===== config.mk =====
export PLATFORM = sky130hd
export DESIGN_NAME = shuffle_cbc_block_encrypt_flat
export DESIGN_NICKNAME = d
export VERILOG_FILES = /design/src/hdl/scbe_pkg.sv /design/src/hdl/scbe_in_if.sv /design/src/hdl/scbe_out_if.sv /design/src/hdl/scbe_ram.sv /design/src/hdl/scbe_lcg.sv /design/src/hdl/scbe_cfg.sv /design/src/hdl/shuffle_cbc_block_encrypt.sv /design/src/flat_wrapper.sv
export SDC_FILE = /design/constraint.sdc
export NUM_CORES = 1
export LEC_CHECK = 0
export BUFFER_PORTS_ARGS = -buffer_cell sky130_fd_sc_hd__buf_2
export CAP_MARGIN = 20
export CORE_MARGIN = 1.5
export CORE_UTILIZATION = 50
export DETAILED_ROUTE_END_ITERATION = 7
export GPL_ROUTABILITY_DRIVEN = 0
export PLACE_DENSITY = 0.67
export SLEW_MARGIN = 10
export SYNTH_ARGS = -nofsm -noshare
export SYNTH_HDL_FRONTEND = slang
export SYNTH_SLANG_ARGS = --single-unit

===== constraint.sdc =====
create_clock -name clk -period 5.3 [get_ports clk]
set_input_delay 1.06 -clock clk [delete_from_list [all_inputs] [get_ports clk]]
set_output_delay 1.06 -clock clk [all_outputs]
set_load 0.05 [all_outputs]

===== src/hdl/scbe_pkg.sv =====
package scbe_pkg;

  localparam int BYTE_W    = 8;
  localparam int BLK_BYTES = 16;
  localparam int IDX_W     = $clog2(BLK_BYTES);
  localparam int PAD_W     = IDX_W + 1;

  // x' = (1103515245*x + 12345) mod 256 keeps only the low bytes of both constants
  localparam logic [BYTE_W-1:0] LCG_MUL8 = 8'h6D;
  localparam logic [BYTE_W-1:0] LCG_INC  = 8'h39;

  localparam int APB_AW = 3;
  localparam int APB_DW = 32;

  // register index = paddr >> 2
  localparam logic [APB_AW-3:0] REG_SEED = 1'b0;

  typedef enum logic [3:0] {
    S_IDLE,
    S_IV,
    S_BYTE,
    S_PAD,
    S_KEY,
    S_SWAP_RD,
    S_SWAP_WA,
    S_SWAP_WB,
    S_OUT_RD,
    S_OUT_LD
  } state_t;

endpackage


===== src/hdl/scbe_in_if.sv =====
interface scbe_in_if;
  import scbe_pkg::*;

  logic              valid;
  logic              ready;
  logic [BYTE_W-1:0] plain_byte;
  logic              byte_valid;
  logic              message_end;

  modport source(output valid, plain_byte, byte_valid, message_end, input ready);
  modport sink(input valid, plain_byte, byte_valid, message_end, output ready);

endinterface


===== src/hdl/scbe_out_if.sv =====
interface scbe_out_if;
  import scbe_pkg::*;

  logic              valid;
  logic              ready;
  logic [BYTE_W-1:0] cipher_byte;
  logic              block_last;
  logic              message_last;

  modport source(output valid, cipher_byte, block_last, message_last, input ready);
  modport sink(input valid, cipher_byte, block_last, message_last, output ready);

endinterface


===== src/hdl/scbe_ram.sv =====
// One write port, two registered read ports, read-first on a same-address write.
module scbe_ram #(
  parameter int Width = 8,
  parameter int Depth = 16
) (
  input  logic                     clk,
  input  logic                     we,
  input  logic [$clog2(Depth)-1:0] waddr,
  input  logic [Width-1:0]         wdata,
  input  logic [$clog2(Depth)-1:0] raddr_a,
  input  logic [$clog2(Depth)-1:0] raddr_b,
  output logic [Width-1:0]         rdata_a,
  output logic [Width-1:0]         rdata_b
);

  logic [Width-1:0] mem [Depth];

  always_ff @(posedge clk) begin
    rdata_a <= mem[raddr_a];
    rdata_b <= mem[raddr_b];
    if (we) begin
      mem[waddr] <= wdata;
    end
  end

endmodule


===== src/hdl/scbe_lcg.sv =====
// One step of the byte LCG; shared by IV and key generation.
module scbe_lcg (
  input  logic [scbe_pkg::BYTE_W-1:0] cur,
  output logic [scbe_pkg::BYTE_W-1:0] nxt
);
  import scbe_pkg::*;

  logic [2*BYTE_W-1:0] prod;

  assign prod = (2*BYTE_W)'(cur) * (2*BYTE_W)'(LCG_MUL8);
  assign nxt  = prod[BYTE_W-1:0] + LCG_INC;

endmodule


===== src/hdl/scbe_cfg.sv =====
// APB register bank: seed byte only.
module scbe_cfg (
  input  logic                        clk,
  input  logic                        rst,
  input  logic                        psel,
  input  logic                        penable,
  input  logic                        pwrite,
  input  logic [scbe_pkg::APB_AW-1:0] paddr,
  input  logic [scbe_pkg::APB_DW-1:0] pwdata,
  output logic [scbe_pkg::APB_DW-1:0] prdata,
  output logic                        pready,
  output logic [scbe_pkg::BYTE_W-1:0] seed
);
  import scbe_pkg::*;

  logic [APB_AW-3:0] reg_idx;
  logic              wr_en;

  assign reg_idx = paddr[APB_AW-1:2];
  assign pready  = 1'b1;
  assign wr_en   = psel && penable && pwrite && pready;

  always_ff @(posedge clk) begin
    if (rst) begin
      seed <= '0;
    end else if (wr_en && reg_idx == REG_SEED) begin
      seed <= pwdata[BYTE_W-1:0];
    end
  end

  always_comb begin
    prdata = '0;
    if (reg_idx == REG_SEED) begin
      prdata = APB_DW'(seed);
    end
  end

endmodule


===== src/hdl/shuffle_cbc_block_encrypt.sv =====
// Channel  Dir   Handshake       Word
// plain    in    valid/ready     plain_byte[8], byte_valid, message_end
// cipher   out   valid/ready     cipher_byte[8], block_last, message_last
// apb      cfg   psel/penable    seed_byte at byte address 0 (write/read)
//
// Sequence: a data word is absorbed through S_IDLE and S_BYTE. A full block then runs
//   key generation through the single LCG unit, swaps (S_SWAP_RD, S_SWAP_WA, S_SWAP_WB
//   for each key byte, on the block RAM's one write port) and S_OUT_RD, S_OUT_LD per
//   output word. The first word of a message adds IV generation in S_IV; padding
//   writes one pad word per S_PAD step.
// Reset: rst clears the sequencer, the fill count, the message flag and the output valid.
// Stalls: input is taken only in S_IDLE; a stalled output word holds the sequencer in
//   S_OUT_LD.
module shuffle_cbc_block_encrypt (
  input  logic                        clk,
  input  logic                        rst,
  scbe_in_if.sink                     plain,
  scbe_out_if.source                  cipher,
  input  logic                        psel,
  input  logic                        penable,
  input  logic                        pwrite,
  input  logic [scbe_pkg::APB_AW-1:0] paddr,
  input  logic [scbe_pkg::APB_DW-1:0] pwdata,
  output logic [scbe_pkg::APB_DW-1:0] prdata,
  output logic                        pready
);
  import scbe_pkg::*;

  state_t state, state_next;

  // sequencer registers
  logic [IDX_W-1:0]  step;        // IV / key / swap / output index
  logic [IDX_W-1:0]  fill;        // words held in the current block
  logic [PAD_W-1:0]  pad_val;     // PKCS7 pad value, 1..16
  logic              in_message;
  logic              end_pend;    // current word carried message_end
  logic              final_blk;   // block in flight is the message's last

  // latched input word
  logic [BYTE_W-1:0] item_byte;
  logic              item_valid;

  // keystream and chaining
  logic [BYTE_W-1:0] lcg_value;
  logic [BYTE_W-1:0] lcg_nxt;
  logic [BYTE_W-1:0] chain [BLK_BYTES];
  logic [BYTE_W-1:0] key   [BLK_BYTES];
  logic [BYTE_W-1:0] seed;

  // output register
  logic              out_valid;
  logic [BYTE_W-1:0] out_byte;
  logic              out_blast;
  logic              out_mlast;

  // block RAM holds data ^ chain, shuffled in place
  logic              ram_we;
  logic [IDX_W-1:0]  ram_waddr;
  logic [BYTE_W-1:0] ram_wdata;
  logic [IDX_W-1:0]  ram_raddr_a;
  logic [IDX_W-1:0]  ram_raddr_b;
  logic [BYTE_W-1:0] ram_rdata_a;
  logic [BYTE_W-1:0] ram_rdata_b;

  logic              in_accept;
  logic              in_real;     // word with data or end marker
  logic              out_load;
  logic [BYTE_W-1:0] cipher_c;
  logic [IDX_W-1:0]  fill_inc;
  logic              blk_full;

  scbe_cfg u_cfg (
    .clk    (clk),
    .rst    (rst),
    .psel   (psel),
    .penable(penable),
    .pwrite (pwrite),
    .paddr  (paddr),
    .pwdata (pwdata),
    .prdata (prdata),
    .pready (pready),
    .seed   (seed)
  );

  scbe_lcg u_lcg (
    .cur(lcg_value),
    .nxt(lcg_nxt)
  );

  scbe_ram #(
    .Width(BYTE_W),
    .Depth(BLK_BYTES)
  ) u_blk_ram (
    .clk    (clk),
    .we     (ram_we),
    .waddr  (ram_waddr),
    .wdata  (ram_wdata),
    .raddr_a(ram_raddr_a),
    .raddr_b(ram_raddr_b),
    .rdata_a(ram_rdata_a),
    .rdata_b(ram_rdata_b)
  );

  assign in_accept = plain.valid && plain.ready;
  assign in_real   = plain.byte_valid || plain.message_end;
  assign cipher_c  = ram_rdata_a ^ key[step];
  assign fill_inc  = fill + IDX_W'(item_valid);
  assign blk_full  = item_valid && (fill == IDX_W'(BLK_BYTES - 1));

  assign cipher.valid        = out_valid;
  assign cipher.cipher_byte  = out_byte;
  assign cipher.block_last   = out_blast;
  assign cipher.message_last = out_mlast;

  // next state
  always_comb begin
    state_next = state;
    unique case (state)
      S_IDLE: begin
        if (in_accept && in_real) begin
          state_next = in_message ? S_BYTE : S_IV;
        end
      end
      S_IV: begin
        if (step == IDX_W'(BLK_BYTES - 1)) begin
          state_next = S_BYTE;
        end
      end
      S_BYTE: begin
        if (blk_full) begin
          state_next = S_KEY;
        end else if (end_pend) begin
          state_next = S_PAD;
        end else begin
          state_next = S_IDLE;
        end
      end
      S_PAD: begin
        if (fill == IDX_W'(BLK_BYTES - 1)) begin
          state_next = S_KEY;
        end
      end
      S_KEY: begin
        if (step == IDX_W'(BLK_BYTES - 1)) begin
          state_next = S_SWAP_RD;
        end
      end
      S_SWAP_RD: state_next = S_SWAP_WA;
      S_SWAP_WA: state_next = S_SWAP_WB;
      S_SWAP_WB: begin
        state_next = (step == IDX_W'(BLK_BYTES - 1)) ? S_OUT_RD : S_SWAP_RD;
      end
      S_OUT_RD: state_next = S_OUT_LD;
      S_OUT_LD: begin
        if (out_load) begin
          if (step != IDX_W'(BLK_BYTES - 1)) begin
            state_next = S_OUT_RD;
          end else if (!final_blk && end_pend) begin
            state_next = S_PAD;   // block completed by the end word: pad block follows
          end else begin
            state_next = S_IDLE;
          end
        end
      end
      default: state_next = S_IDLE;
    endcase
  end

  // datapath controls
  always_comb begin
    plain.ready = 1'b0;
    ram_we      = 1'b0;
    ram_waddr   = fill;
    ram_wdata   = item_byte ^ chain[fill];
    ram_raddr_a = step;
    ram_raddr_b = step;
    out_load    = 1'b0;
    unique case (state)
      S_IDLE: plain.ready = 1'b1;
      S_BYTE: ram_we = item_valid;
      S_PAD: begin
        ram_we    = 1'b1;
        ram_wdata = BYTE_W'(pad_val) ^ chain[fill];
      end
      // swap t[lo] and t[hi]; the read-first RAM still shows the old t[lo] during WB
      S_SWAP_RD, S_SWAP_WA, S_SWAP_WB: begin
        ram_raddr_a = key[step][IDX_W-1:0];
        ram_raddr_b = key[step][BYTE_W-1:IDX_W];
        if (state == S_SWAP_WA) begin
          ram_we    = 1'b1;
          ram_waddr = key[step][IDX_W-1:0];
          ram_wdata = ram_rdata_b;
        end else if (state == S_SWAP_WB) begin
          ram_we    = 1'b1;
          ram_waddr = key[step][BYTE_W-1:IDX_W];
          ram_wdata = ram_rdata_a;
        end
      end
      S_OUT_LD: out_load = !out_valid || cipher.ready;
      default: ;
    endcase
  end

  always_ff @(posedge clk) begin
    if (rst) begin
      state      <= S_IDLE;
      step       <= '0;
      fill       <= '0;
      in_message <= 1'b0;
      end_pend   <= 1'b0;
      final_blk  <= 1'b0;
      out_valid  <= 1'b0;
    end else begin
      state <= state_next;

      if (out_load) begin
        out_valid <= 1'b1;
      end else if (cipher.ready) begin
        out_valid <= 1'b0;
      end

      case (state)
        S_IDLE: begin
          if (in_accept && in_real) begin
            item_byte  <= plain.plain_byte;
            item_valid <= plain.byte_valid;
            end_pend   <= plain.message_end;
            final_blk  <= 1'b0;
            if (!in_message) begin
              lcg_value  <= seed;
              fill       <= '0;
              in_message <= 1'b1;
            end
          end
        end
        S_IV: begin
          lcg_value   <= lcg_nxt;
          chain[step] <= lcg_nxt;
          step        <= step + 1'b1;
        end
        S_BYTE: begin
          fill <= fill_inc;
          if (!blk_full && end_pend) begin
            pad_val <= PAD_W'(BLK_BYTES) - PAD_W'(fill_inc);
          end
        end
        S_PAD: begin
          fill <= fill + 1'b1;
          if (fill == IDX_W'(BLK_BYTES - 1)) begin
            final_blk <= 1'b1;
            end_pend  <= 1'b0;
          end
        end
        S_KEY: begin
          lcg_value <= lcg_nxt;
          key[step] <= lcg_nxt;
          step      <= step + 1'b1;
        end
        S_SWAP_WB: step <= step + 1'b1;
        S_OUT_LD: begin
          if (out_load) begin
            chain[step] <= cipher_c;
            out_byte    <= cipher_c;
            out_blast   <= (step == IDX_W'(BLK_BYTES - 1));
            out_mlast   <= final_blk && (step == IDX_W'(BLK_BYTES - 1));
            step        <= step + 1'b1;
            if (step == IDX_W'(BLK_BYTES - 1)) begin
              if (final_blk) begin
                in_message <= 1'b0;
              end else if (end_pend) begin
                pad_val <= PAD_W'(BLK_BYTES);
              end
            end
          end
        end
        default: ;
      endcase
    end
  end

  a_mlast_blast: assert property (@(posedge clk) disable iff (rst)
    cipher.valid && cipher.message_last |-> cipher.block_last)
    else $error("message_last without block_last");

  a_pad_range: assert property (@(posedge clk) disable iff (rst)
    state == S_PAD |-> pad_val != '0 && pad_val <= PAD_W'(BLK_BYTES))
    else $error("pad value out of range");

  a_busy_in_msg: assert property (@(posedge clk) disable iff (rst)
    state != S_IDLE |-> in_message)
    else $error("sequencer busy outside a message");

  a_load_src: assert property (@(posedge clk) disable iff (rst)
    $rose(cipher.valid) |-> $past(state) == S_OUT_LD)
    else $error("output word loaded outside output phase");

endmodule


===== src/flat_wrapper.sv =====
// flat-port wrapper written by rule: the top's interface ports become plain ports
module shuffle_cbc_block_encrypt_flat import scbe_pkg::*;
  (clk, rst, psel, penable, pwrite, paddr, pwdata, prdata, pready, plain_valid, plain_plain_byte, plain_byte_valid, plain_message_end, plain_ready, cipher_valid, cipher_cipher_byte, cipher_block_last, cipher_message_last, cipher_ready);
  scbe_in_if plain_i ();
  scbe_out_if cipher_i ();
  input  logic clk;
  input  logic rst;
  input  logic psel;
  input  logic penable;
  input  logic pwrite;
  input  logic [scbe_pkg::APB_AW-1:0] paddr;
  input  logic [scbe_pkg::APB_DW-1:0] pwdata;
  output logic [scbe_pkg::APB_DW-1:0] prdata;
  output logic pready;
  input wire logic [$bits(plain_i.valid)-1:0] plain_valid;
  input wire logic [$bits(plain_i.plain_byte)-1:0] plain_plain_byte;
  input wire logic [$bits(plain_i.byte_valid)-1:0] plain_byte_valid;
  input wire logic [$bits(plain_i.message_end)-1:0] plain_message_end;
  output wire logic [$bits(plain_i.ready)-1:0] plain_ready;
  output wire logic [$bits(cipher_i.valid)-1:0] cipher_valid;
  output wire logic [$bits(cipher_i.cipher_byte)-1:0] cipher_cipher_byte;
  output wire logic [$bits(cipher_i.block_last)-1:0] cipher_block_last;
  output wire logic [$bits(cipher_i.message_last)-1:0] cipher_message_last;
  input wire logic [$bits(cipher_i.ready)-1:0] cipher_ready;
  assign plain_i.valid = plain_valid;
  assign plain_i.plain_byte = plain_plain_byte;
  assign plain_i.byte_valid = plain_byte_valid;
  assign plain_i.message_end = plain_message_end;
  assign plain_ready = plain_i.ready;
  assign cipher_valid = cipher_i.valid;
  assign cipher_cipher_byte = cipher_i.cipher_byte;
  assign cipher_block_last = cipher_i.block_last;
  assign cipher_message_last = cipher_i.message_last;
  assign cipher_i.ready = cipher_ready;
  shuffle_cbc_block_encrypt u_core (.clk(clk), .rst(rst), .plain(plain_i), .cipher(cipher_i), .psel(psel), .penable(penable), .pwrite(pwrite), .paddr(paddr), .pwdata(pwdata), .prdata(prdata), .pready(pready));
endmodule

---- Word level (Yosys, flattened, before mapping) ----
Memory sizes are Yosys's and may differ from the RTL's. A register that Yosys moved wholly into a read port is not among the register bits.
Cells that the tools add are included.
storage, ports and cells
  RAM bits ................................ 384
  output and inout bits ................... 45
  bits of input ports ..................... 52
  bits in registers ....................... 56
  memories ................................ 3
  word-level logic and storage cells ...... 157
memory list
  name                  words  width  read ports  clocked after Yosys merged registers in  write ports  RTL line                         text
  u_core.chain          16     8      1           1                                        1            shuffle_cbc_block_encrypt.sv:46  logic [BYTE_W-1:0] chain [BLK_BYTES];
  u_core.key            16     8      1           1                                        1            shuffle_cbc_block_encrypt.sv:47  logic [BYTE_W-1:0] key [BLK_BYTES];
  u_core.u_blk_ram.mem  16     8      2           2                                        1            scbe_ram.sv:16                   logic [Width-1:0] mem [Depth];
cells by class
  reduce and logical (&&, ||, !) cells .... 34
  $mul .................................... 1
  multiplexer cells ....................... 70
  bitwise logic cells ..................... 6
  equality and inequality tests ........... 23
  add/subtract/negate cells ............... 5
operator list
  kind                                                   count
  two-way mux 4 bit                                      20
  two-way mux 8 bit                                      6
  one-hot mux 4 bit (10 select lines)                    1
  one-hot mux 8 bit (2 select lines)                     2
  two-way mux 1 bit                                      26
  two-way mux 5 bit                                      5
  inequality test 2 x 1 -> 1 bit, second input constant  9
  == test 4 x 3 -> 1 bit, second input constant          4
  == test 4 bit, second input constant                   4
  bitwise XOR 8 bit                                      2
  one-hot mux 4 bit (3 select lines)                     1
  AND reduction 3 bit                                    4
  nonzero test 2 bit                                     6
  one-hot mux 5 bit (2 select lines)                     1
  AND reduction 5 bit                                    2
  logical AND 1 bit                                      9
  adder 4 x 1 -> 4 bit, second input constant            2
  adder 8 x 6 -> 8 bit, second input constant            1
  == test 4 x 2 -> 1 bit, second input constant          2
  multiplier 8 x 7 -> 8 bit, second input constant       1
  one-hot mux 4 bit (2 select lines)                     1
  bitwise XOR 5 x 8 -> 8 bit                             1
  AND reduction 7 bit                                    1
  two-way mux 2 bit                                      3
  17 further kinds                                       25

---- Longest topological paths before layout ----
Gate-level depths: netlist of run 1.
  depth in word-level cells ............... 8
  gate-level depth with buffers ........... 12
  depth with buffers taken out ............ 12

---- Cells and area by module ----
Synthesis of run 1 repeated with hierarchy kept, for this count alone.
unflattened totals
  cell total of the unflattened synthesis .. 1214
  area total of the unflattened synthesis .. 20673.6 µm²
modules (own cells, without submodules)
  module                     area each (µm²)  instances  sequential area each (µm²)  cells an instance
  shuffle_cbc_block_encrypt  13165.1          1          9128.8                      781
  scbe_ram                   6344.8           1          4164.0                      307
  scbe_cfg                   630.6            1          160.2                       70
  scbe_lcg                   533.0            1          0.0                         56

---- Worst setup path before layout of run 1 ----
OpenSTA, ideal clock, no wires.
  path kind ............................... register -> register
  from .................................... register u_core.lcg_value[0]
  to ...................................... memory u_core.chain[0][7], data pin
  stages on the path, launching flop included .. 13
  library setup time ...................... 0.205 ns
  data arrival time ....................... 3.628 ns
  buffers on the path ..................... 0
  clock period less this slack ............ 3.834 ns
  setup slack ............................. 1.466 ns
  required time ........................... 5.095 ns
  cells stage by stage .................... edfxtp_1 ha_1 xnor2_1 xnor2_1 fa_1 fa_1 xnor2_1 xnor2_1 xnor2_1 xnor2_1 xnor2_1 nand2_1 nand2_1
between the ends
  word-level cells in the longest chain between the ends .. 3
ends and longest elaborated chain
  element                             RTL line                          text
  start: declaration                  shuffle_cbc_block_encrypt.sv:44   logic [BYTE_W-1:0] lcg_value;
  start signal: assignment            shuffle_cbc_block_encrypt.sv:237  lcg_value <= lcg_nxt;
  start signal: assignment            shuffle_cbc_block_encrypt.sv:255  lcg_value <= lcg_nxt;
  multiplier 8 x 7 -> 8 bit           scbe_lcg.sv:10                    assign prod = (2*BYTE_W)'(cur) * (2*BYTE_W)'(LCG_MUL8);
  adder 8 x 6 -> 8 bit                scbe_lcg.sv:11                    assign nxt = prod[BYTE_W-1:0] + LCG_INC;
  net u_core.lcg_nxt[7]               shuffle_cbc_block_encrypt.sv:45   logic [BYTE_W-1:0] lcg_nxt;
  two-way mux 8 bit (no source line)  n/a
  end: declaration                    shuffle_cbc_block_encrypt.sv:46
The timed path passes the listed nets, and every way through them passes these cells.

---- Worst setup path in the final report of run 1 ----
  from .................................... register u_core.lcg_value[0]
  to ...................................... memory u_core.chain[14][7], data pin
The elaborated chain is that of the path after synthesis.

==> results of run 1 <==
[flip-flops by register name (all words and copies together), names as in the netlist, named ones only]
name / cells
u_core.chain: 128
u_core.key: 128
u_core.u_blk_ram.mem: 128
u_core.cipher.cipher_byte: 8
u_core.item_byte: 8
u_core.lcg_value: 8
u_core.u_blk_ram.rdata_a: 8
u_core.u_blk_ram.rdata_b: 8
u_core.u_cfg.seed: 8
u_core.pad_val: 5
u_core.fill: 4
u_core.state: 4
u_core.step: 4
u_core.cipher.block_last: 1
u_core.cipher.message_last: 1
u_core.cipher.valid: 1
u_core.end_pend: 1
u_core.final_blk: 1
u_core.in_message: 1
u_core.item_valid: 1
[power groups by stage]
stage	clock, mW	sequential, mW	combinational, mW
finish	3.50	6.22	5.07
global route	3.68	6.16	5.43
CTS	3.54	6.20	5.00
detailed placement	0	6.27	4.98
global placement	0	6.30	4.79
floorplan	0	6.21	3.21
[cells by family (layout without fill, tap and decap cells)]
| group | count (synthesis) | count (layout) | synth area share |
|---|---|---|---|
| and+or+nand+nor | 409 | 409 | 0.0914 |
| AOI/OAI and AO/OA | 250 | 250 | 0.0888 |
| other | 2 | 25 | 0.000359 |
| adders and majority gates | 30 | 30 | 0.0194 |
| muxes | 130 | 130 | 0.105 |
| xor gates and xnor gates | 45 | 45 | 0.0189 |
| DFF | 464 | 464 | 0.644 |
| buffers and inverters | 131 | 208 | 0.0329 |
[how the worst max path moves through the flow]
stage,to,start
2_1_floorplan,u_core.chain[0][7],u_core.lcg_value[0]
3_3_place_gp,u_core.u_blk_ram.rdata_b[4],flop
3_5_place_dp,u_core.chain[4][7],u_core.lcg_value[0]
4_1_cts,u_core.chain[14][7],u_core.lcg_value[0]
5_1_grt,u_core.chain[13][7],u_core.lcg_value[0]
6_report,u_core.chain[14][7],u_core.lcg_value[0]
[through the flow]
stage               cells  total power [mW]  utilization  cell area (um^2)  worst slack (ns)
global route         2093              15.3        0.570             23400             0.782
floorplan            1484              9.42            -             21000              1.47
CTS                  2090              14.7        0.569             23300              1.03
detailed placement   2002              11.3        0.529             21700              1.02
global placement     1998              11.1        0.528             21700             0.971
finish               2093              14.8        0.570             23400              1.05
[area by class of cell]
| class | instances | area [um^2] | share of cell area |
|---|---|---|---|
| multi-input combinational | 889 | 6880 | 0.294 |
| tap | 532 | 666 | 0.0285 |
| clock buffer | 57 | 1250 | 0.0536 |
| sequential | 464 | 13500 | 0.576 |
| clock inverter | 31 | 399 | 0.0171 |
| timing repair buffer | 96 | 628 | 0.0269 |
| inverter | 24 | 90.1 | 0.00385 |
[layer usage]
| metal | share of wire | wire, um | vias to the layer above | GRT usage |
|---|---|---|---|---|
| li1 | - | - | 5753 | - |
| met5 | 0.00025 | 13 | - | 0 |
| met2 | 0.48 | 25400 | 642 | 0.398 |
| met4 | 0.029 | 1520 | 2 | 0.0862 |
| met1 | 0.41 | 21600 | 6515 | 0.341 |
| met3 | 0.075 | 3920 | 113 | 0.0330 |
[critical path, cell delays in order (launching register included)]
cell and delay (ns):
sky130_fd_sc_hd__edfxtp_1 0.50, sky130_fd_sc_hd__ha_1 0.74, sky130_fd_sc_hd__xnor2_1 0.20, sky130_fd_sc_hd__xnor2_1 0.16
sky130_fd_sc_hd__fa_1 0.47, sky130_fd_sc_hd__fa_1 0.39, sky130_fd_sc_hd__xnor2_1 0.19, sky130_fd_sc_hd__xnor2_1 0.15
sky130_fd_sc_hd__xnor2_1 0.16, sky130_fd_sc_hd__xnor2_1 0.16, sky130_fd_sc_hd__xnor2_1 0.14, sky130_fd_sc_hd__buf_4 0.23
sky130_fd_sc_hd__nand2_1 0.16, sky130_fd_sc_hd__nand2_1 0.37
[placed cells by master (no fill, tap or decap), types with 7 or more instances in the layout]
cell type / count
sky130_fd_sc_hd__edfxtp_1: 416
sky130_fd_sc_hd__nand2_1: 150
sky130_fd_sc_hd__nor2_1: 90
sky130_fd_sc_hd__mux4_2: 65
sky130_fd_sc_hd__nand3_1: 60
sky130_fd_sc_hd__a21oi_1: 55
sky130_fd_sc_hd__buf_4: 48
sky130_fd_sc_hd__clkbuf_16: 47
sky130_fd_sc_hd__dfxtp_1: 45
sky130_fd_sc_hd__buf_2: 45
sky130_fd_sc_hd__mux2i_1: 43
sky130_fd_sc_hd__o21ai_0: 41
sky130_fd_sc_hd__and3_1: 35
sky130_fd_sc_hd__a311oi_1: 33
sky130_fd_sc_hd__ha_1: 26
sky130_fd_sc_hd__conb_1: 25
sky130_fd_sc_hd__xor2_1: 23
sky130_fd_sc_hd__xnor2_1: 22
sky130_fd_sc_hd__a211oi_1: 22
sky130_fd_sc_hd__inv_1: 21
sky130_fd_sc_hd__mux2_2: 19
sky130_fd_sc_hd__a221o_1: 17
sky130_fd_sc_hd__nor3_1: 15
sky130_fd_sc_hd__nor2b_1: 14
sky130_fd_sc_hd__a31oi_1: 13
sky130_fd_sc_hd__a211oi_2: 10
sky130_fd_sc_hd__nand2b_1: 9
sky130_fd_sc_hd__or4_1: 9
sky130_fd_sc_hd__clkinv_1: 8
sky130_fd_sc_hd__o2111ai_1: 8
sky130_fd_sc_hd__o21ai_1: 7
sky130_fd_sc_hd__bufinv_16: 7
==> flow_summary.toml, run 1 <==
[outcome]
failing_checks = "DRC"
status = "finished, violations left"

[clock_tree]
clkSlewWorstSetupHoldPaths_ns = 0.06
cts_tree = "yes"
ctsHtreeMaxLevel = 2
post_cts_hold_buffer_count = 0
cts_post_setup_buffers_inserted = 0
worstSkewPairLatency_ns = 0.60
post_cts_resize_count = 0
cts_root_buffer = "sky130_fd_sc_hd__clkbuf_16"
clock_sink_count = 464
numCtsBuffers = 47
maximum_buffer_depth_of_the_clock_tree = 3

[synthesis]
synth.top_cells.by_count = "sky130_fd_sc_hd__edfxtp_1, sky130_fd_sc_hd__nand2_1, sky130_fd_sc_hd__nor2_1"
synth_top_area_share = 0.598
syn_warnings = 0
synth.distinct_cells = 71
synth.largest_area_cell = "sky130_fd_sc_hd__edfxtp_1"
synth.top_cells.by_area = "sky130_fd_sc_hd__edfxtp_1, sky130_fd_sc_hd__mux4_2, sky130_fd_sc_hd__dfxtp_1"
synth_seq_cells = 464
synthFlopType = "sky130_fd_sc_hd__edfxtp_1"
async_flop_share = 0
synth_area_per_cell_um2 = 14.3
synthMostInstantiatedCell = "sky130_fd_sc_hd__edfxtp_1"
netlist_instances = 1461
post_synth_instance_area_mm2 = 0.0209
synth-edff-count = 416
synth_seq_area_share = 0.644

[global_route]
global_route_wire_length_before_repair_um = 78600
overall_track_demand_over_capacity_in_global_routing = 0.245
grt_start_max_net_pins = 37
number_of_global_route_vias_before_repair = 12600
globalRouteOverflowTotal = 0
antenna_found_initial = 1

[pwr]
p_switching_mw = 5.19
p_int_mw = 9.60
power-per-cell-area_mw_per_mm2 = 633
sw_ratio = 0.351
sequential_power_share = 0.420
share_comb_of_total_power = 0.343
leakage_power_nw = 7.93
clock_power_share = 0.237
worst_ir_drop_vdd_mv = 0.761

[worst_setup_path]
crit_type = "reg2reg"
crit_path_max_fanout = 18
worstPathArrival_ns = 4.61
timing.reg2reg.setup_slack_ns = 1.05
worstRegToRegCells = 13
worst-endpoint-required_ns = 5.66
regToRegStartpoint = "u_core.lcg_value[0]"
worstReg2RegEnd = "u_core.chain[14][7]"
worstSetupEndpointType = "flop"
cp-start-kind = "flop"

[hold_path]
hold_end = "u_core.u_cfg.seed[2]"
whs_path_depth = 2
holdCritStartpoint = "u_core.u_cfg.seed[2]"
hold_path_class = "reg2reg"

[cells_and_area]
design.final.nets = 1604
drive_gt1_frac = 0.187
final.fill_count = 3211
areaGrowthSynthToFinish_pct = 11.9
num_antenna_cells = 0

[routing]
detail_route.first_pass.iterations = 8
route.vias.total = 13000
drt_first_iter_violations = 1600
totalWireLength_um = 52400
detail_route.drc_violations = 2
antenna_left = 0
detail_route.vias_per_cell = 6.22
drt-wirelength-per-cell_um = 25.0

[sta]
timing_hold_violations_final = 0
final.hold.worst_slack_ns = 0.475
final-max-slew-violation-count = 0
fin_crit_ns = 4.25
tightestPinTransition_ns = 1.18
setup-violations-final = 0
maxSlewHeadroom = 0.210
rsz0062_at_grt = "false"
final_min_period_over_clock_period = 0.803
maxClockFrequency_ghz = 0.235
finalSetupTns_ns = 0
fin_worst_skew_ns = 0.0164

[floorplan]
floorplan.io_pins = 97
core_region_area_mm2 = 0.0410
die_y_um = 207
site_row_count = 74
fp.dieW_um = 207
initial_utilization = 0.510
area_of_the_die_mm2 = 0.0430

[job]
timing.max_cap.violations = 0

[place]
post-dp-hpwl_um = 34100
port_buffers = 45
(Power assumes the default switching activity.)
==> inputs of run 2 (changes only) <==
==> constraint.sdc (replaced) <==
create_clock -name clk -period 4.1 [get_ports clk]
set_input_delay 0.82 -clock clk [delete_from_list [all_inputs] [get_ports clk]]
set_output_delay 0.82 -clock clk [all_outputs]
set_load 0.05 [all_outputs]
==> run 2 against run 1 <==
Against the previous run:
- first-iteration DRC count grew 0.13%
- maximum frequency increased by 13%
- the run still ends with DRC left
- critical endpoint is now u_core.chain[10][7]
- sequential power up 27%
- die area unchanged
- setup slack got worse by 0.70 ns
- critical path type unchanged
- sequential share of layout area is 0.37 points lower
- largest power group unchanged
==> flow_summary.toml, run 2 (same netlist as run 1, synthesis figures left out) <==
[cells_and_area]
final.fill_count = 3155
drive_gt1_frac = 0.203
stdcell_area_mm2 = 0.0235
areaGrowthSynthToFinish_pct = 12.6
design.final.nets = 1640
largest_registers = "u_core.chain x128, u_core.key x128, u_core.u_blk_ram.mem x128"
mostFrequentLayoutCells = "sky130_fd_sc_hd__edfxtp_1, sky130_fd_sc_hd__nand2_1, sky130_fd_sc_hd__nor2_1"
leading_cell_type_in_the_layout_fill_and_taps_excluded = "sky130_fd_sc_hd__edfxtp_1"
num_antenna_cells = 0

[worst_setup_path]
regToRegStartpoint = "u_core.lcg_value[0]"
worstReg2RegEnd = "u_core.chain[10][7]"
timing.reg2reg.setup_slack_ns = 0.35
crit_path_max_incr_delay_ns = 0.49
worstRegToRegCells = 12
crit_path_max_fanout = 16
worstSetupPathDepth = 12
critical_path.cell_chain = "ha_1 -> xnor2_1 -> xnor2_1 -> fa_1 -> fa_1 -> xnor2_1 -> xnor2_1 -> xnor2_1 -> xnor2_1 -> xnor2_1 -> nand2_1 -> nand2_1"
crit_type = "reg2reg"
critical_path.n_buffers_inverters = 0
worst-endpoint-required_ns = 4.46
worstSetupEndpointType = "flop"
critPathMostFrequentCell = "sky130_fd_sc_hd__xnor2_1"
critical-path-slowest-cell = "sky130_fd_sc_hd__edfxtp_1"
critPathLaunch = "u_core.lcg_value[0]"
cpLargestDelayFamily = "XOR/XNOR gates"
cp-start-kind = "flop"
worstPathArrival_ns = 4.11

[routing]
detail_route.first_pass.iterations = 8
detail_route.vias_per_cell = 6.13
antenna_left = 0
drt_first_iter_violations = 1602
route.vias.total = 13000
drt-wirelength-per-cell_um = 24.4
detail_route.drc_violations = 2
totalWireLength_um = 51900

[clock_tree]
post_cts_hold_buffer_count = 0
numCtsBuffers = 45
clkSlewWorstSetupHoldPaths_ns = 0.06
clock_sink_count = 464
cts_tree = "yes"
post_cts_resize_count = 0
worstSkewPairLatency_ns = 0.60
maximum_buffer_depth_of_the_clock_tree = 3
ctsHtreeMaxLevel = 2
cts_root_buffer = "sky130_fd_sc_hd__clkbuf_16"
cts_post_setup_buffers_inserted = 0

[sta]
final-max-slew-violation-count = 0
final_min_period_over_clock_period = 0.915
rsz0062_at_grt = "false"
maxClockFrequency_ghz = 0.267
fin_crit_ns = 3.75
timing_hold_violations_final = 0
setup-violations-final = 0
fin_worst_skew_ns = 0.0234
maxSlewHeadroom = 0.221
tightestPinTransition_ns = 1.16
finalSetupTns_ns = 0

[place]
post-dp-hpwl_um = 35200
placed_cell_area_mm2 = 0.0220
port_buffers = 45

[global_route]
overall_track_demand_over_capacity_in_global_routing = 0.241
grt_start_max_net_pins = 47
number_of_global_route_vias_before_repair = 12700
antenna_found_initial = 0
global_route_wire_length_before_repair_um = 77900
globalRouteOverflowTotal = 0

[floorplan]
site_row_count = 74
floorplan.io_pins = 97
initial_utilization = 0.510
core_region_area_mm2 = 0.0410
fp.dieW_um = 207
area_of_the_die_mm2 = 0.0430
die_y_um = 207

[hold_path]
whs_path_depth = 1
holdCritStartpoint = "plain_plain_byte[2]"
hold_end = "u_core.item_byte[2]"
hold_path_class = "in2reg"

[outcome]
status = "finished, violations left"
failing_checks = "DRC"

[pwr]
worst_ir_drop_vdd_mv = 1.14
power-per-cell-area_mw_per_mm2 = 796
leakage_power_nw = 8.09

[job]
timing.max_cap.violations = 0
==> run 2: changes by cell type in the layout (fill, tap and decap cells not counted), sizes merged <==
cell      change
inv           +2
clkinvlp      -4
bufinv        -3
clkbuf        +4
buf          +38
clkinv        -3
==> run 2: routing by layer <==
layer,global-route usage,vias to the layer above,part of all wire
met5,0,-,0
li1,-,5821,-
met1,0.336,6437,0.41
met2,0.392,688,0.48
met4,0.0822,0,0.029
met3,0.0365,94,0.084
==> run 2: worst max path at each step <==
stage	to	slack [ns]
floorplan	u_core.chain[0][7]	0.27
global placement	u_core.chain[4][7]	0.48
detailed placement	u_core.chain[4][7]	0.34
CTS	u_core.chain[10][7]	0.35
global route	u_core.chain[10][7]	0.13
finish	u_core.chain[10][7]	0.35
==> run 2: metrics by stage <==
step / hold slack, ns / worst slack, ns / total power [mW] / cells / util
final: 0.388 / 0.348 / 18.7 / 2127 / 0.574
after global routing: 0.376 / 0.126 / 19.3 / 2127 / 0.574
after CTS: 0.358 / 0.351 / 18.7 / 2126 / 0.573
after detailed placement: 0.465 / 0.335 / 14.5 / 2042 / 0.537
after global placement: 0.460 / 0.482 / 14.3 / 2040 / 0.536
after floorplan: 0.441 / 0.266 / 12.0 / 1484 / -
==> run 2: final cells by class <==
cell class                      instances  area, um^2  area share
Multi-Input combinational cell        889        6880       0.292
Tap cell                              532         666      0.0283
Clock inverter                         23         263      0.0112
Sequential cell                       464       13500       0.572
Clock buffer                           61        1240      0.0525
Timing Repair Buffer                  134         938      0.0399
Inverter                               24        90.1     0.00383
==> run 2: power by group <==
part | switching (mW) | leakage [nW] | internal (mW) | total, mW
logic | 4.64 | 3.21 | 1.98 | 6.62
registers | 0.188 | 4.14 | 7.71 | 7.90
clock network | 1.81 | 0.739 | 2.40 | 4.21
total | 6.64 | 8.09 | 12.1 | 18.7
==> inputs of run 3 (changes only) <==
--- a/config.mk
+++ b/config.mk
@@ -7,7 +7,7 @@
 export LEC_CHECK = 0
 export BUFFER_PORTS_ARGS = -buffer_cell sky130_fd_sc_hd__buf_2
 export CAP_MARGIN = 20
-export CORE_MARGIN = 1.5
+export CORE_MARGIN = 8
 export CORE_UTILIZATION = 50
 export DETAILED_ROUTE_END_ITERATION = 7
 export GPL_ROUTABILITY_DRIVEN = 0
==> run 3 against run 2 <==
Against the previous run:
- the run now ends clean
- hold slack gained 0.021 ns
- final cell count up 0.61%
- global-route usage down 2.4 points
- cell area rose by 0.25%
- wire length increased by 1.6%
- critical path type unchanged
- critical path depth did not move
- non-clock buffer count grew 1
- die area rose by 13%
- maximum frequency up 0.13%
- combinational power fell by 1%
==> flow_summary.toml, run 3 (same netlist as run 1, synthesis figures left out) <==
[sta]
setup-violations-final = 0
maxClockFrequency_ghz = 0.267
fin_crit_ns = 3.75
final-max-slew-violation-count = 0
tightestPinTransition_ns = 0.998
fin_worst_skew_ns = 0.0181
final_min_period_over_clock_period = 0.914
rsz0062_at_grt = "false"
finalSetupTns_ns = 0
timing_hold_violations_final = 0
maxSlewHeadroom = 0.333

[worst_setup_path]
crit_path_max_fanout = 16
critPathMostFrequentCell = "sky130_fd_sc_hd__xnor2_1"
critical-path-slowest-cell = "sky130_fd_sc_hd__fa_1"
critical_path.cell_chain = "ha_1 -> xnor2_1 -> xnor2_1 -> fa_1 -> fa_1 -> xnor2_1 -> xnor2_1 -> xnor2_1 -> xnor2_1 -> xnor2_1 -> nand2_1 -> nand2_1"
crit_path_max_incr_delay_ns = 0.46
regToRegStartpoint = "u_core.lcg_value[3]"
crit_type = "reg2reg"
worst-endpoint-required_ns = 4.43
timing.reg2reg.setup_slack_ns = 0.35
worstPathArrival_ns = 4.08
worstSetupEndpointType = "flop"
cp-start-kind = "flop"
worstRegToRegCells = 12
critPathLaunch = "u_core.lcg_value[3]"

[clock_tree]
numCtsBuffers = 47
worstSkewPairLatency_ns = 0.59
maximum_buffer_depth_of_the_clock_tree = 3
clkSlewWorstSetupHoldPaths_ns = 0.06
cts_post_setup_buffers_inserted = 0
post_cts_resize_count = 0
cts_root_buffer = "sky130_fd_sc_hd__clkbuf_16"
post_cts_hold_buffer_count = 0
clock_sink_count = 464
ctsHtreeMaxLevel = 2
cts_tree = "yes"

[hold_path]
hold_path_class = "in2reg"
whs_path_depth = 1
holdCritStartpoint = "plain_plain_byte[2]"

[global_route]
globalRoute.busiestLayer = "met2"
globalRouteOverflowTotal = 0
grt_start_max_net_pins = 65
antenna_found_initial = 0
global_route_wire_length_before_repair_um = 78800
global_route.usage.met2 = 0.357
number_of_global_route_vias_before_repair = 12800
groute.layer.met3.usage = 0.0298
use_met1 = 0.297
overall_track_demand_over_capacity_in_global_routing = 0.218

[place]
port_buffers = 45
post-dp-hpwl_um = 35300

[routing]
detail_route.first_pass.iterations = 8
route.vias.total = 13100
detail_route.vias_per_cell = 6.11
totalWireLength_um = 52700
drt_first_iter_violations = 1686
drt-wirelength-per-cell_um = 24.6
detail_route.drc_violations = 0
antenna_left = 0

[cells_and_area]
areaGrowthSynthToFinish_pct = 12.8
final.fill_count = 3276
leading_cell_type_in_the_layout_fill_and_taps_excluded = "sky130_fd_sc_hd__edfxtp_1"
drive_gt1_frac = 0.201
design.final.nets = 1643
largest_registers = "u_core.chain x128, u_core.key x128, u_core.u_blk_ram.mem x128"
mostFrequentLayoutCells = "sky130_fd_sc_hd__edfxtp_1, sky130_fd_sc_hd__nand2_1, sky130_fd_sc_hd__nor2_1"

[floorplan]
site_row_count = 75
initial_utilization = 0.503
die_y_um = 220
fp.dieW_um = 220
core_region_area_mm2 = 0.0416
area_of_the_die_mm2 = 0.0486
floorplan.io_pins = 97

[pwr]
leakage_power_nw = 8.11
power.total_mw = 18.7
worst_ir_drop_vdd_mv = 0.945
power-per-cell-area_mw_per_mm2 = 793

[job]
timing.max_cap.violations = 0

[outcome]
status = "finished, final reports clean"
## run 3: cell count changes in the layout (fill, tap and decap cells not counted), sizes merged
cell      previous run  this run
clkinvlp             2         1
inv                 28        23
diode                0         1
clkinv              13        21
clkbuf              61        64
## run 3: final cells by class
class / instances / area (um^2) / area share
Clock buffer: 63 / 1290 / 0.0545
Clock inverter: 25 / 259 / 0.0110
Antenna cell: 1 / 2.50 / 0.000106
Tap cell: 539 / 674 / 0.0286
Inverter: 24 / 90.1 / 0.00382
Sequential cell: 464 / 13500 / 0.571
Multi-Input combinational cell: 889 / 6880 / 0.292
Timing Repair Buffer: 135 / 940 / 0.0398
## run 3: worst paths after layout
check / endpoint
max: u_core.chain[9][7]
min: u_core.item_byte[2]
min reg2reg: u_core.u_cfg.seed[2]
max reg2reg: u_core.chain[9][7]
## run 3: worst max-delay path, delay by kind of cell (launching register included)
| kind | cells | cell delay [ns] |
|---|---|---|
| and+or+nand+nor | 2 | 0.54 |
| xor gates and xnor gates | 7 | 1.30 |
| adders and majority gates | 3 | 1.20 |
| DFF | 1 | 0.43 |
## run 3: per-stage QoR
step | setup slack, ns | cells | instance area, um^2 | hold slack, ns | utilization
after global routing | 0.0736 | 2139 | 23600 | 0.395 | 0.567
after detailed placement | 0.302 | 2050 | 22000 | 0.466 | 0.530
after global placement | 0.338 | 2048 | 22000 | 0.465 | 0.530
final | 0.353 | 2140 | 23600 | 0.410 | 0.567
after floorplan | 0.266 | 1484 | 21000 | 0.441 | -
after CTS | 0.300 | 2138 | 23600 | 0.386 | 0.567
## run 3: where the power goes
group | internal, mW | switching, mW
combinational | 1.97 | 4.58
sequential | 7.71 | 0.167
clock | 2.47 | 1.81
total | 12.2 | 6.56
## run 3: layer usage
layer	up-vias	wire (um)
met3	99	3910
li1	5824	-
met2	616	25400
met4	0	1550
met1	6536	21800
met5	-	0
